### src/sv/pfa_pkg.sv
// Shared types and constants of the partition fit allocator.
package pfa_pkg;

	// Fixed field widths
	localparam int AMT_W      = 16;
	localparam int OUT_IDX_W  = 4;
	localparam int CFG_IDX_W  = 1;
	localparam int CFG_DATA_W = 5;

	typedef logic [AMT_W-1:0]      amount_t;
	typedef logic [OUT_IDX_W-1:0]  part_idx_t;
	typedef logic [CFG_IDX_W-1:0]  cfg_idx_t;
	typedef logic [CFG_DATA_W-1:0] cfg_data_t;

	// Item modes
	localparam logic MODE_LOAD  = 1'b0;
	localparam logic MODE_ALLOC = 1'b1;

	// Fit policies
	localparam logic POLICY_FIRST = 1'b0;
	localparam logic POLICY_WORST = 1'b1;

	// Register indexes
	localparam cfg_idx_t REG_FIT_POLICY      = 1'b0;
	localparam cfg_idx_t REG_PARTITION_COUNT = 1'b1;

	// Register reset values
	localparam logic      FIT_POLICY_RESET = POLICY_FIRST;
	localparam cfg_data_t COUNT_RESET      = 5'd16;

endpackage

### src/sv/pfa_req_if.sv
// Request channel of the partition fit allocator.
interface pfa_req_if;
	logic               valid;
	logic               ready;
	logic               mode;
	pfa_pkg::part_idx_t load_index;
	pfa_pkg::amount_t   amount;

	modport source (output valid, output mode, output load_index, output amount, input ready);
	modport sink   (input valid, input mode, input load_index, input amount, output ready);
endinterface

### src/sv/pfa_rsp_if.sv
// Response channel of the partition fit allocator.
interface pfa_rsp_if;
	logic               valid;
	logic               ready;
	logic               granted;
	pfa_pkg::part_idx_t chosen_index;
	pfa_pkg::amount_t   remaining;

	modport source (output valid, output granted, output chosen_index, output remaining,
		input ready);
	modport sink   (input valid, input granted, input chosen_index, input remaining,
		output ready);
endinterface

### src/sv/partition_fit_allocator_top.sv
// Top level of the partition fit allocator: free-size table, scan sequencer and result register.
//
//   Channel  Dir  Handshake        Payload
//   req      in   valid / ready    mode, load_index, amount
//   rsp      out  valid / ready    granted, chosen_index, remaining
//   cfg      in   cfg_we only      cfg_index, cfg_wdata
//
// A load beat, and a request with no partitions to search, goes from acceptance straight to
// ST_FINISH and on into the output register once it is free; req is ready again after that.
// An allocate beat runs ST_SCAN over the first L table entries, where L is the clamped
// partition count, then ST_LAST, ST_UPDATE and ST_FINISH; one compare unit looks at one
// table entry per cycle behind the single read port of the free-size RAM, so L sets its length.
// Reset clears the valid bits at once, so every partition reads as zero free size and
// no clearing pass is needed. A stalled rsp holds the finished result; one more item
// may be accepted meanwhile and waits in its final state until the output register frees.
module partition_fit_allocator_top #(
	parameter int NUM_PARTITIONS = 16
) (
	input  logic                clk,
	input  logic                arst_n,
	pfa_req_if.sink             req,
	pfa_rsp_if.source           rsp,
	input  logic                cfg_we,
	input  pfa_pkg::cfg_idx_t   cfg_index,
	input  pfa_pkg::cfg_data_t  cfg_wdata
);

	localparam int IDX_W = $clog2(NUM_PARTITIONS);
	localparam int CNT_W = $clog2(NUM_PARTITIONS + 1);

	// Sequencer codes
	localparam logic [2:0] ST_IDLE   = 3'd0;
	localparam logic [2:0] ST_SCAN   = 3'd1;
	localparam logic [2:0] ST_LAST   = 3'd2;
	localparam logic [2:0] ST_UPDATE = 3'd3;
	localparam logic [2:0] ST_FINISH = 3'd4;

	logic [2:0]             state_q;

	// Configuration registers
	logic                   policy_q;
	pfa_pkg::cfg_data_t     count_q;

	// Item context
	pfa_pkg::amount_t       amt_q;
	logic [CNT_W-1:0]       limit_q;
	logic [IDX_W-1:0]       scan_q;

	// Search result so far
	logic                   found_q;
	logic [IDX_W-1:0]       pick_q;
	pfa_pkg::amount_t       best_q;

	// Staged result, moved to the output register in ST_FINISH
	logic                   granted_q;
	pfa_pkg::part_idx_t     chosen_q;
	pfa_pkg::amount_t       remaining_q;

	// Output register
	logic                   rsp_vld_q;
	logic                   rsp_granted_q;
	pfa_pkg::part_idx_t     rsp_chosen_q;
	pfa_pkg::amount_t       rsp_remaining_q;

	// Table: RAM holds the sizes, valid bits tell written entries from reset zeros
	logic [NUM_PARTITIONS-1:0] valid_q;
	logic                   ram_we;
	logic [IDX_W-1:0]       ram_waddr;
	pfa_pkg::amount_t       ram_wdata;
	logic                   ram_re;
	pfa_pkg::amount_t       ram_rdata;

	// Compare stage, registered from the read address alongside the RAM read data
	logic                   cmp_vld_s1;
	logic [IDX_W-1:0]       cmp_idx_s1;

	logic                   req_fire;
	logic                   load_in_range;
	logic [CNT_W-1:0]       limit_in;
	pfa_pkg::amount_t       cmp_data;
	logic                   cmp_take;
	logic                   scan_done;
	pfa_pkg::amount_t       sub_result;
	logic                   out_free;

	assign req.ready = (state_q == ST_IDLE);
	assign req_fire  = req.valid && req.ready;

	// Only indexes inside the table are written by a load.
	assign load_in_range = (32'(req.load_index) < NUM_PARTITIONS);

	// Counts above the table size search the whole table.
	assign limit_in = (32'(count_q) > NUM_PARTITIONS) ? CNT_W'(NUM_PARTITIONS)
		: CNT_W'(count_q);

	// An entry never written reads as zero free size.
	assign cmp_data = valid_q[cmp_idx_s1] ? ram_rdata : '0;

	// First fit keeps the first hit; worst fit moves only on a strictly larger size,
	// which keeps the lowest index on a tie.
	assign cmp_take = cmp_vld_s1 && (cmp_data >= amt_q) &&
		(!found_q || ((policy_q == pfa_pkg::POLICY_WORST) && (cmp_data > best_q)));

	assign scan_done  = ((CNT_W'(scan_q) + CNT_W'(1)) == limit_q);
	assign sub_result = best_q - amt_q;
	assign out_free   = !rsp_vld_q || rsp.ready;

	// Single write port: loads write at acceptance, grants write in ST_UPDATE.
	always_comb begin
		ram_we    = 1'b0;
		ram_waddr = IDX_W'(req.load_index);
		ram_wdata = req.amount;
		if (req_fire && (req.mode == pfa_pkg::MODE_LOAD) && load_in_range) begin
			ram_we = 1'b1;
		end else if ((state_q == ST_UPDATE) && found_q) begin
			ram_we    = 1'b1;
			ram_waddr = pick_q;
			ram_wdata = sub_result;
		end
	end

	assign ram_re = (state_q == ST_SCAN);

	pfa_ram #(
		.WIDTH (pfa_pkg::AMT_W),
		.DEPTH (NUM_PARTITIONS)
	) u_table (
		.clk   (clk),
		.we    (ram_we),
		.waddr (ram_waddr),
		.wdata (ram_wdata),
		.re    (ram_re),
		.raddr (scan_q),
		.rdata (ram_rdata)
	);

	// Configuration writes
	always_ff @(posedge clk or negedge arst_n) begin
		if (!arst_n) begin
			policy_q <= pfa_pkg::FIT_POLICY_RESET;
			count_q  <= pfa_pkg::COUNT_RESET;
		end else if (cfg_we) begin
			case (cfg_index)
				pfa_pkg::REG_FIT_POLICY: begin
					policy_q <= cfg_wdata[0];
				end
				pfa_pkg::REG_PARTITION_COUNT: begin
					count_q <= cfg_wdata;
				end
				default: begin
				end
			endcase
		end
	end

	// Valid bits of the table
	always_ff @(posedge clk or negedge arst_n) begin
		if (!arst_n) begin
			valid_q <= '0;
		end else if (ram_we) begin
			valid_q[ram_waddr] <= 1'b1;
		end
	end

	// Sequencer and search state
	always_ff @(posedge clk or negedge arst_n) begin
		if (!arst_n) begin
			state_q    <= ST_IDLE;
			cmp_vld_s1 <= 1'b0;
			found_q    <= 1'b0;
		end else begin
			cmp_vld_s1 <= ram_re;
			if (cmp_take) begin
				found_q <= 1'b1;
			end
			case (state_q)
				ST_IDLE: begin
					if (req_fire) begin
						found_q <= 1'b0;
						if (req.mode == pfa_pkg::MODE_LOAD) begin
							state_q <= ST_FINISH;
						end else if (limit_in == '0) begin
							// Nothing to search: the request misses.
							state_q <= ST_FINISH;
						end else begin
							state_q <= ST_SCAN;
						end
					end
				end
				ST_SCAN: begin
					if (scan_done) begin
						state_q <= ST_LAST;
					end
				end
				ST_LAST: begin
					state_q <= ST_UPDATE;
				end
				ST_UPDATE: begin
					state_q <= ST_FINISH;
				end
				ST_FINISH: begin
					if (out_free) begin
						state_q <= ST_IDLE;
					end
				end
				default: begin
					state_q <= ST_IDLE;
				end
			endcase
		end
	end

	// Datapath registers of the search
	always_ff @(posedge clk) begin
		cmp_idx_s1 <= scan_q;
		if (cmp_take) begin
			pick_q <= cmp_idx_s1;
			best_q <= cmp_data;
		end
		case (state_q)
			ST_IDLE: begin
				if (req_fire) begin
					amt_q   <= req.amount;
					limit_q <= limit_in;
					scan_q  <= '0;
					// Loads and empty searches stage their result right away.
					granted_q   <= 1'b0;
					chosen_q    <= (req.mode == pfa_pkg::MODE_LOAD) ? req.load_index : '0;
					remaining_q <= ((req.mode == pfa_pkg::MODE_LOAD) && load_in_range)
						? req.amount : '0;
				end
			end
			ST_SCAN: begin
				if (!scan_done) begin
					scan_q <= scan_q + IDX_W'(1);
				end
			end
			ST_UPDATE: begin
				granted_q   <= found_q;
				chosen_q    <= found_q ? pfa_pkg::OUT_IDX_W'(pick_q) : '0;
				remaining_q <= found_q ? sub_result : '0;
			end
			default: begin
			end
		endcase
	end

	// Output register
	always_ff @(posedge clk or negedge arst_n) begin
		if (!arst_n) begin
			rsp_vld_q <= 1'b0;
		end else if ((state_q == ST_FINISH) && out_free) begin
			rsp_vld_q <= 1'b1;
		end else if (rsp.ready) begin
			rsp_vld_q <= 1'b0;
		end
	end

	always_ff @(posedge clk) begin
		if ((state_q == ST_FINISH) && out_free) begin
			rsp_granted_q   <= granted_q;
			rsp_chosen_q    <= chosen_q;
			rsp_remaining_q <= remaining_q;
		end
	end

	assign rsp.valid        = rsp_vld_q;
	assign rsp.granted      = rsp_granted_q;
	assign rsp.chosen_index = rsp_chosen_q;
	assign rsp.remaining    = rsp_remaining_q;

`ifndef SYNTHESIS
	// One item at a time: right after a beat is taken the block is busy and req is not ready.
	a_busy_after_accept: assert property (@(posedge clk) disable iff (!arst_n)
		req_fire |=> !req.ready)
		else $error("request accepted on two consecutive cycles");

	// The table is never written while it is being scanned.
	a_no_write_in_scan: assert property (@(posedge clk) disable iff (!arst_n)
		(state_q == ST_SCAN) || (state_q == ST_LAST) |-> !ram_we)
		else $error("table written during a scan");

	// A granted partition lies inside the table.
	a_grant_in_table: assert property (@(posedge clk) disable iff (!arst_n)
		rsp.valid && rsp.granted |-> (32'(rsp.chosen_index) < NUM_PARTITIONS))
		else $error("granted partition outside the table");
`endif

endmodule

### src/sv/pfa_ram.sv
// Generic single-write, single-read RAM with registered read data.
module pfa_ram #(
	parameter int WIDTH = 16,
	parameter int DEPTH = 16
) (
	input  logic                     clk,
	input  logic                     we,
	input  logic [$clog2(DEPTH)-1:0] waddr,
	input  logic [WIDTH-1:0]         wdata,
	input  logic                     re,
	input  logic [$clog2(DEPTH)-1:0] raddr,
	output logic [WIDTH-1:0]         rdata
);

	logic [WIDTH-1:0] mem_q [DEPTH];

	always_ff @(posedge clk) begin
		if (we) begin
			mem_q[waddr] <= wdata;
		end
		if (re) begin
			rdata <= mem_q[raddr];
		end
	end

endmodule

### src/flat_wrapper.sv
// flat-port wrapper written by rule: the top's interface ports become plain ports
module partition_fit_allocator_top_flat 
#(
	parameter int NUM_PARTITIONS = 16
)
  (clk, arst_n, cfg_we, cfg_index, cfg_wdata, req_valid, req_mode, req_load_index, req_amount, req_ready, rsp_valid, rsp_granted, rsp_chosen_index, rsp_remaining, rsp_ready);
  pfa_req_if req_i ();
  pfa_rsp_if rsp_i ();
  input  logic clk;
  input  logic arst_n;
  input  logic cfg_we;
  input  pfa_pkg::cfg_idx_t cfg_index;
  input  pfa_pkg::cfg_data_t cfg_wdata;
  input wire logic [$bits(req_i.valid)-1:0] req_valid;
  input wire logic [$bits(req_i.mode)-1:0] req_mode;
  input wire logic [$bits(req_i.load_index)-1:0] req_load_index;
  input wire logic [$bits(req_i.amount)-1:0] req_amount;
  output wire logic [$bits(req_i.ready)-1:0] req_ready;
  output wire logic [$bits(rsp_i.valid)-1:0] rsp_valid;
  output wire logic [$bits(rsp_i.granted)-1:0] rsp_granted;
  output wire logic [$bits(rsp_i.chosen_index)-1:0] rsp_chosen_index;
  output wire logic [$bits(rsp_i.remaining)-1:0] rsp_remaining;
  input wire logic [$bits(rsp_i.ready)-1:0] rsp_ready;
  assign req_i.valid = req_valid;
  assign req_i.mode = req_mode;
  assign req_i.load_index = req_load_index;
  assign req_i.amount = req_amount;
  assign req_ready = req_i.ready;
  assign rsp_valid = rsp_i.valid;
  assign rsp_granted = rsp_i.granted;
  assign rsp_chosen_index = rsp_i.chosen_index;
  assign rsp_remaining = rsp_i.remaining;
  assign rsp_i.ready = rsp_ready;
  partition_fit_allocator_top #(.NUM_PARTITIONS(NUM_PARTITIONS)) u_core (.clk(clk), .arst_n(arst_n), .req(req_i), .rsp(rsp_i), .cfg_we(cfg_we), .cfg_index(cfg_index), .cfg_wdata(cfg_wdata));
endmodule
### config.mk
export PLATFORM = sky130hd
export DESIGN_NAME = partition_fit_allocator_top_flat
export DESIGN_NICKNAME = d
export VERILOG_FILES = /design/src/sv/pfa_pkg.sv /design/src/sv/pfa_req_if.sv /design/src/sv/pfa_rsp_if.sv /design/src/sv/partition_fit_allocator_top.sv /design/src/sv/pfa_ram.sv /design/src/flat_wrapper.sv
export SDC_FILE = /design/constraint.sdc
export NUM_CORES = 1
export LEC_CHECK = 0
export ABC_AREA = 1
export BUFFER_PORTS_ARGS = -buffer_cell sky130_fd_sc_hd__buf_2
export CORE_UTILIZATION = 55
export CTS_CLUSTER_DIAMETER = 40
export DETAILED_ROUTE_END_ITERATION = 6
export GPL_ROUTABILITY_DRIVEN = 0
export PLACE_DENSITY = 0.72
export SLEW_MARGIN = 10
export SYNTH_ARGS = -nofsm -noshare
export SYNTH_HDL_FRONTEND = slang
export SYNTH_HIERARCHICAL = 1
export SYNTH_SLANG_ARGS = --single-unit
### constraint.sdc
create_clock -name clk -period 5.1 [get_ports clk]
set_clock_uncertainty 0.2 [all_clocks]
set_input_delay 0 -clock clk [delete_from_list [all_inputs] [get_ports clk]]
set_output_delay 0 -clock clk [all_outputs]
set_load 0.02 [all_outputs]
Word level (Yosys, flattened, before mapping)
Memories as Yosys holds them, arrays and structs flattened. A register that Yosys moved wholly into a read port is not among the register bits.
Cells that the tools add are included.
Cells by class
  add/subtract/negate cells: 3
  multipliers: 0
  div/mod/pow operators: 0
  $lt $le $gt $ge: 6
  equal/unequal tests: 9
  shifts and indexed selects: 0
  mux-type cells: 38
  bitwise logic cells: 3
  reduce and logical (&&, ||, !) cells: 23
Operators with widths (count)
  16-bit two-way mux: 6
  16-bit one-hot mux with 2 select lines: 1
  4-bit two-way mux: 7
  16-bit greater-or-equal comparator: 1
  16-bit > comparator: 1
  16-bit bitwise OR: 1
  4-bit one-hot mux with 2 select lines: 2
  16-bit subtractor: 1
  3-bit two-way mux: 5
  3-bit one-hot mux with 5 select lines: 1
  1-bit two-way mux: 12
  4-bit by 5-bit < comparator with 1-bit output (second input constant): 2
  1-bit logical AND: 8
  2-bit AND reduction: 4
  3-bit by 2-bit equality test with 1-bit output (second input constant): 2
  2-bit inequality test (second input constant): 3
  3-bit AND reduction: 2
  2-bit nonzero test: 3
  4-bit by 1-bit adder with 5-bit output (second input constant): 1
  5-bit equality test: 1
  5-bit > comparator (second input constant): 1
  5-bit zero test: 1
  5-bit two-way mux: 1
  4-bit by 1-bit adder with 4-bit output (second input constant): 1
  11 further kinds: 14
Storage, ports and cells
  register bits after elaboration: 119
  bits in latches: 0
  memory bits (writable): 256
  bits in read-only memories: 0
  word-level logic and storage cells: 102
  memories: 1
Memories
  u_core.u_table.mem_q: words 16, bits a word 16, read ports 1, clocked after memory_dff 1, wr ports 1, RTL line pfa_ram.sv:15  | logic [WIDTH-1:0] mem_q [DEPTH];

Depth between registers and ports, before layout
  word-level depth: 10
  mapped depth: 21
  gate-level depth less buffers: 20

Cells and area by module
Netlist, hierarchy kept.
By module, submodules not included
  pfa_ram: times used 1, cells an instance 1074, area an instance 11541.1 µm², seq. area each 8167.8 µm²
  partition_fit_allocator_top: times used 1, cells an instance 628, area an instance 6159.7 µm², seq. area each 3394.5 µm²

Least setup slack after synthesis
Ideal clock, no wire load.
  path kind: reg-to-reg
  from: register u_core.cmp_idx_s1[0]
  to: register u_core.best_q[0], enable pin
  setup time: 404 ps
  data arrival time: 3190 ps
  required time: 4496 ps
  setup slack: 1306 ps
  cell stages (with the launch flop): 19
  period minus slack after synthesis: 3794 ps
  path through: dfxtp_1 -> buf_4 -> inv_2 -> nand2_1 -> nand3_1 -> nand3_1 -> nand3_1 -> nand2_2 -> inv_1 -> clkbuf_1 -> nor2_1 -> ha_1 -> nand4_1 -> nor3_1 -> and3_1 -> nand3_1 -> o21a_1 -> nand2_1 -> a21oi_1
On the way
  longest elaborated chain between the ends: 7
Ends and longest elaborated chain
  start: declaration: RTL line partition_fit_allocator_top.sv:75  | logic [IDX_W-1:0] cmp_idx_s1;
  start signal: assignment: RTL line partition_fit_allocator_top.sv:215  | cmp_idx_s1 <= scan_q;
  1-bit binary-select mux with 4-bit select (*): RTL line partition_fit_allocator_top.sv:97  | assign cmp_data = valid_q[cmp_idx_s1] ? ram_rdata : '0;
  1-bit two-way mux (not written as such) (*): RTL line partition_fit_allocator_top.sv:97
  16-bit two-way mux (*): RTL line partition_fit_allocator_top.sv:97
  named net u_core.cmp_data[15]: RTL line partition_fit_allocator_top.sv:80  | pfa_pkg::amount_t cmp_data;
  16-bit > comparator: RTL line partition_fit_allocator_top.sv:102  | (!found_q || ((policy_q == pfa_pkg::POLICY_WORST) && (cmp_data > best_q)));
  1-bit logical AND: RTL line partition_fit_allocator_top.sv:102
  1-bit logical OR: RTL line partition_fit_allocator_top.sv:102
  1-bit logical AND (*): RTL line partition_fit_allocator_top.sv:101  | assign cmp_take = cmp_vld_s1 && (cmp_data >= amt_q) &&
  named net u_core.cmp_take: RTL line partition_fit_allocator_top.sv:81  | logic cmp_take;
  end signal: assignment: RTL line partition_fit_allocator_top.sv:218  | best_q <= cmp_data;
  end: declaration: RTL line partition_fit_allocator_top.sv:52  | pfa_pkg::amount_t best_q;
Mark *: on every way through the listed nets, which the timed path passes. The rest lies on a longest branch. The select of a mux whose other input is x is not followed.
A chain may end at the register's enable or synchronous reset.

Worst setup path in the final report
  from: register u_core.cmp_idx_s1[0]
  to: register u_core.best_q[2], enable pin
Same word-level chain as after synthesis.

==> flow_metrics.tcl <==
set metrics [dict create \
    grt_pass1_vias 12100 \
    totalWireLength_mm 39.0 \
    postCtsHoldBufs 57 \
    cts_tree "done" \
    ys_seq_elements 391 \
    power_leakage_nw 9.04 \
    slew_viol_final 0 \
    layout.nets 1925 \
    setup_slack_ps 1140 \
    synth.avg_cell_area_um2 10.4 \
    ant_nets 0 \
    path_class "reg2reg" \
    fin_setup_tns_ps 0 \
    cts_root_buf "clkbuf_16" \
    critPathArrivalTime_ps 3910 \
    startpoint_type "flop" \
    drc 0 \
    syn-cell-area_um2 17700 \
    cts_num_sinks 391 \
    setup_viol 0 \
    seqPwrFrac 0.376 \
    die_h_um 181 \
    worstSetupStartpoint "u_core/cmp_idx_s1[0]" \
    grt_pass1_wl_mm 62.3 \
    drive_gt1_frac 0.113 \
    htree_levels 2 \
    slew_headroom 0.252 \
    antenna_found_initial 0 \
    power_density_nw_per_um2 541 \
    tightestPinTransition_ps 1120 \
    cts_made_buffers 48 \
    wl_per_cell_um 17.0 \
    clk_latency_ps 560 \
    max_freq_mhz 253 \
    synthArstFlopShare 0.0716 \
    row_count 65 \
    hp-class "in2reg" \
    r2r-end "u_core/best_q[2]" \
    fin_area_um2 20700 \
    cts_resized 0 \
    dp_hpwl_mm 23.8 \
    regToRegSetupSlack_ps 1140 \
    pwr-share-comb 0.311 \
    post-cts-setup-buffer-count 0 \
    ys_seq_area_frac 0.653 \
    die-area_um2 32900 \
    syn_nets 1781 \
    p_sw_frac 0.346 \
    grt_use_total 0.244 \
    min_period_ps 3960 \
    timing.rr.start "u_core/cmp_idx_s1[0]" \
    dpl_worst_slack_ps 1180 \
    ios 55 \
    ys_types 45 \
    drt_iter0_drc 854 \
    overflow 0 \
    rsz0062_at_grt "no" \
    status "finished clean" \
    postPlaceCellArea_um2 18500 \
    vias_per_cell 5.29 \
    reg2regPathDepth 16 \
    synth_edf_count 359 \
    critPathCaptureType "flop" \
    vias 12100 \
    switchingPower_mw 3.88 \
    period_share 0.776 \
    dr.pass1.iters 5 \
    hold_violations 0 \
    crit_path_max_fanout 20 \
    io_buffers 54 \
    p_int_mw 7.34 \
    cp-endpoint "u_core/best_q[2]" \
    core_um2 31600 \
    initial_core_util 0.560 \
    cp.required_ps 5050 \
    power_frac_clock 0.314 \
    clockBufferDepth 3 \
    yosysWarnings 6 \
    postSynthCellCount 1702 \
    drv_cap 0 \
    grt_max_degree 68 \
    syn_to_final_growth_pct 17.1 \
    ys.flop_type "edfxtp_1" \
    clkSlewWorstSetupHoldPaths_ps 60 \
    diodes 0 \
    utilization 0.655 \
    vdd_drop_max_mv 0.324 \
    fp.dieW_um 181 \
]
## cells in the mapped netlist (2+ instances only)
master / instances / area share
nand2_1: 438 / 0.093
o21ai_1: 23 / 0.0065
dfrtp_1: 27 / 0.038
a211oi_1: 4 / 0.0017
o31ai_1: 2 / 0.00085
buf_4: 19 / 0.0081
o221a_2: 2 / 0.0013
xnor2_1: 8 / 0.0040
nand3b_1: 3 / 0.0013
a21oi_2: 6 / 0.0030
o21bai_1: 2 / 0.00085
nor3_1: 6 / 0.0017
or2_2: 3 / 0.0011
xor2_1: 8 / 0.0040
nand4_1: 3 / 0.0011
clkbuf_1: 14 / 0.0030
o21ai_0: 41 / 0.012
nand3_1: 223 / 0.063
buf_6: 4 / 0.0025
nor2_1: 57 / 0.012
a21oi_1: 33 / 0.0093
dfxtp_1: 4 / 0.0045
nor2_2: 2 / 0.00071
a31oi_1: 2 / 0.00071
buf_2: 21 / 0.0059
inv_2: 10 / 0.0021
o21ai_2: 3 / 0.0015
ha_1: 46 / 0.033
inv_1: 314 / 0.067
edfxtp_1: 359 / 0.61
## layer usage
metal / vias to the layer above / global-route usage / wire length [µm]
met1: 5715 / 0.306 / 16200
met5: - / 0 / 0
met2: 404 / 0.423 / 19000
met4: 0 / 0.0888 / 1180
met3: 100 / 0.0459 / 2580
li1: 5882 / - / -
## flip-flops by register name, indices dropped and copies added, names as in the netlist, 4 cells and up
name                     flops
u_core/chosen_q              4
u_core/remaining_q          16
u_core/rsp.remaining        16
u_core/amt_q                16
u_core/limit_q               5
u_core/u_table/mem_q       256
u_core/cmp_idx_s1            4
u_core/count_q               5
u_core/pick_q                4
u_core/u_table/rdata        16
u_core/valid_q              16
u_core/rsp.chosen_index      4
u_core/scan_q                4
u_core/best_q               16
## worst min path at each step
stage                               from           endpoint  slack (ps)  cells after the start
after detailed placement          arst_n  u_core/count_q[2]        -130                      1
after floorplan                   arst_n  u_core/cmp_vld_s1        -500                      0
after global placement            arst_n  u_core/count_q[2]        -150                      1
after global routing       req_amount[0]    u_core/amt_q[0]          30                      2
after CTS                 req_amount[14]   u_core/amt_q[14]           3                      2
final                      req_amount[0]    u_core/amt_q[0]          30                      2
## stage by stage
stage,std cells,hold slack [ps],power [mW]
final,2288,34.4,11.2
after global placement,2141,-146,7.56
after CTS,2288,2.71,11.2
after global routing,2288,25.2,11.9
after detailed placement,2141,-134,7.67
after floorplan,1702,-496,6.77
## placed cells by master (no fill, tap or decap), types with 8 or more instances in the layout
master and count:
nand2_1 438, edfxtp_1 359, inv_1 314, nand3_1 223, dlygate4sd3_1 56, nor2_1 55, buf_2 54, clkbuf_16 49
ha_1 46, o21ai_0 41, buf_4 41, a21oi_1 32, dfrtp_1 27, o21ai_1 23, clkinv_4 9, inv_2 9
bufinv_16 8, xor2_1 8, xnor2_1 8
## critical path, cell delays in order, from the launching register on
cell	delay (ps)
dfxtp_1	510
inv_2	150
nand2_1	100
nand3_1	70
nand3_1	90
nand3_1	90
nand2_2	110
inv_1	210
nor2_1	280
ha_1	310
nand4_1	140
nor3_1	80
and3_1	140
nand3_1	70
o21a_1	110
nand2_1	60
a21oi_2	860
## cell type report
class / instances / area, µm²
Fill cell: 2231 / 10900
Clock inverter: 36 / 438
Tap cell: 402 / 503
Sequential cell: 391 / 11600
Inverter: 325 / 1220
Timing Repair Buffer: 153 / 1180
Multi-Input combinational cell: 927 / 4580
Clock buffer: 54 / 1250
## kinds of logic (layout without fill, tap and decap cells)
| kind of cell | count (synthesis) | count (layout) | share of synthesized area |
|---|---|---|---|
| buffers and inverters | 384 | 568 | 0.0886 |
| DFF | 391 | 391 | 0.653 |
| xor gates and xnor gates | 16 | 16 | 0.00792 |
| AOI/OAI and AO/OA | 122 | 122 | 0.0392 |
| and+or+nand+nor | 742 | 742 | 0.177 |
| adders and majority gates | 47 | 47 | 0.0336 |
## power by group through the flow
stage                     clock network (mW)  logic (mW)  registers (mW)
after floorplan                            0        2.50            4.27
after global placement                     0        3.29            4.27
after detailed placement                   0        3.39            4.28
after CTS                               3.57        3.45            4.22
after global routing                    3.70        3.91            4.25
final                                   3.52        3.48            4.22
(Power assumes the default switching activity.)
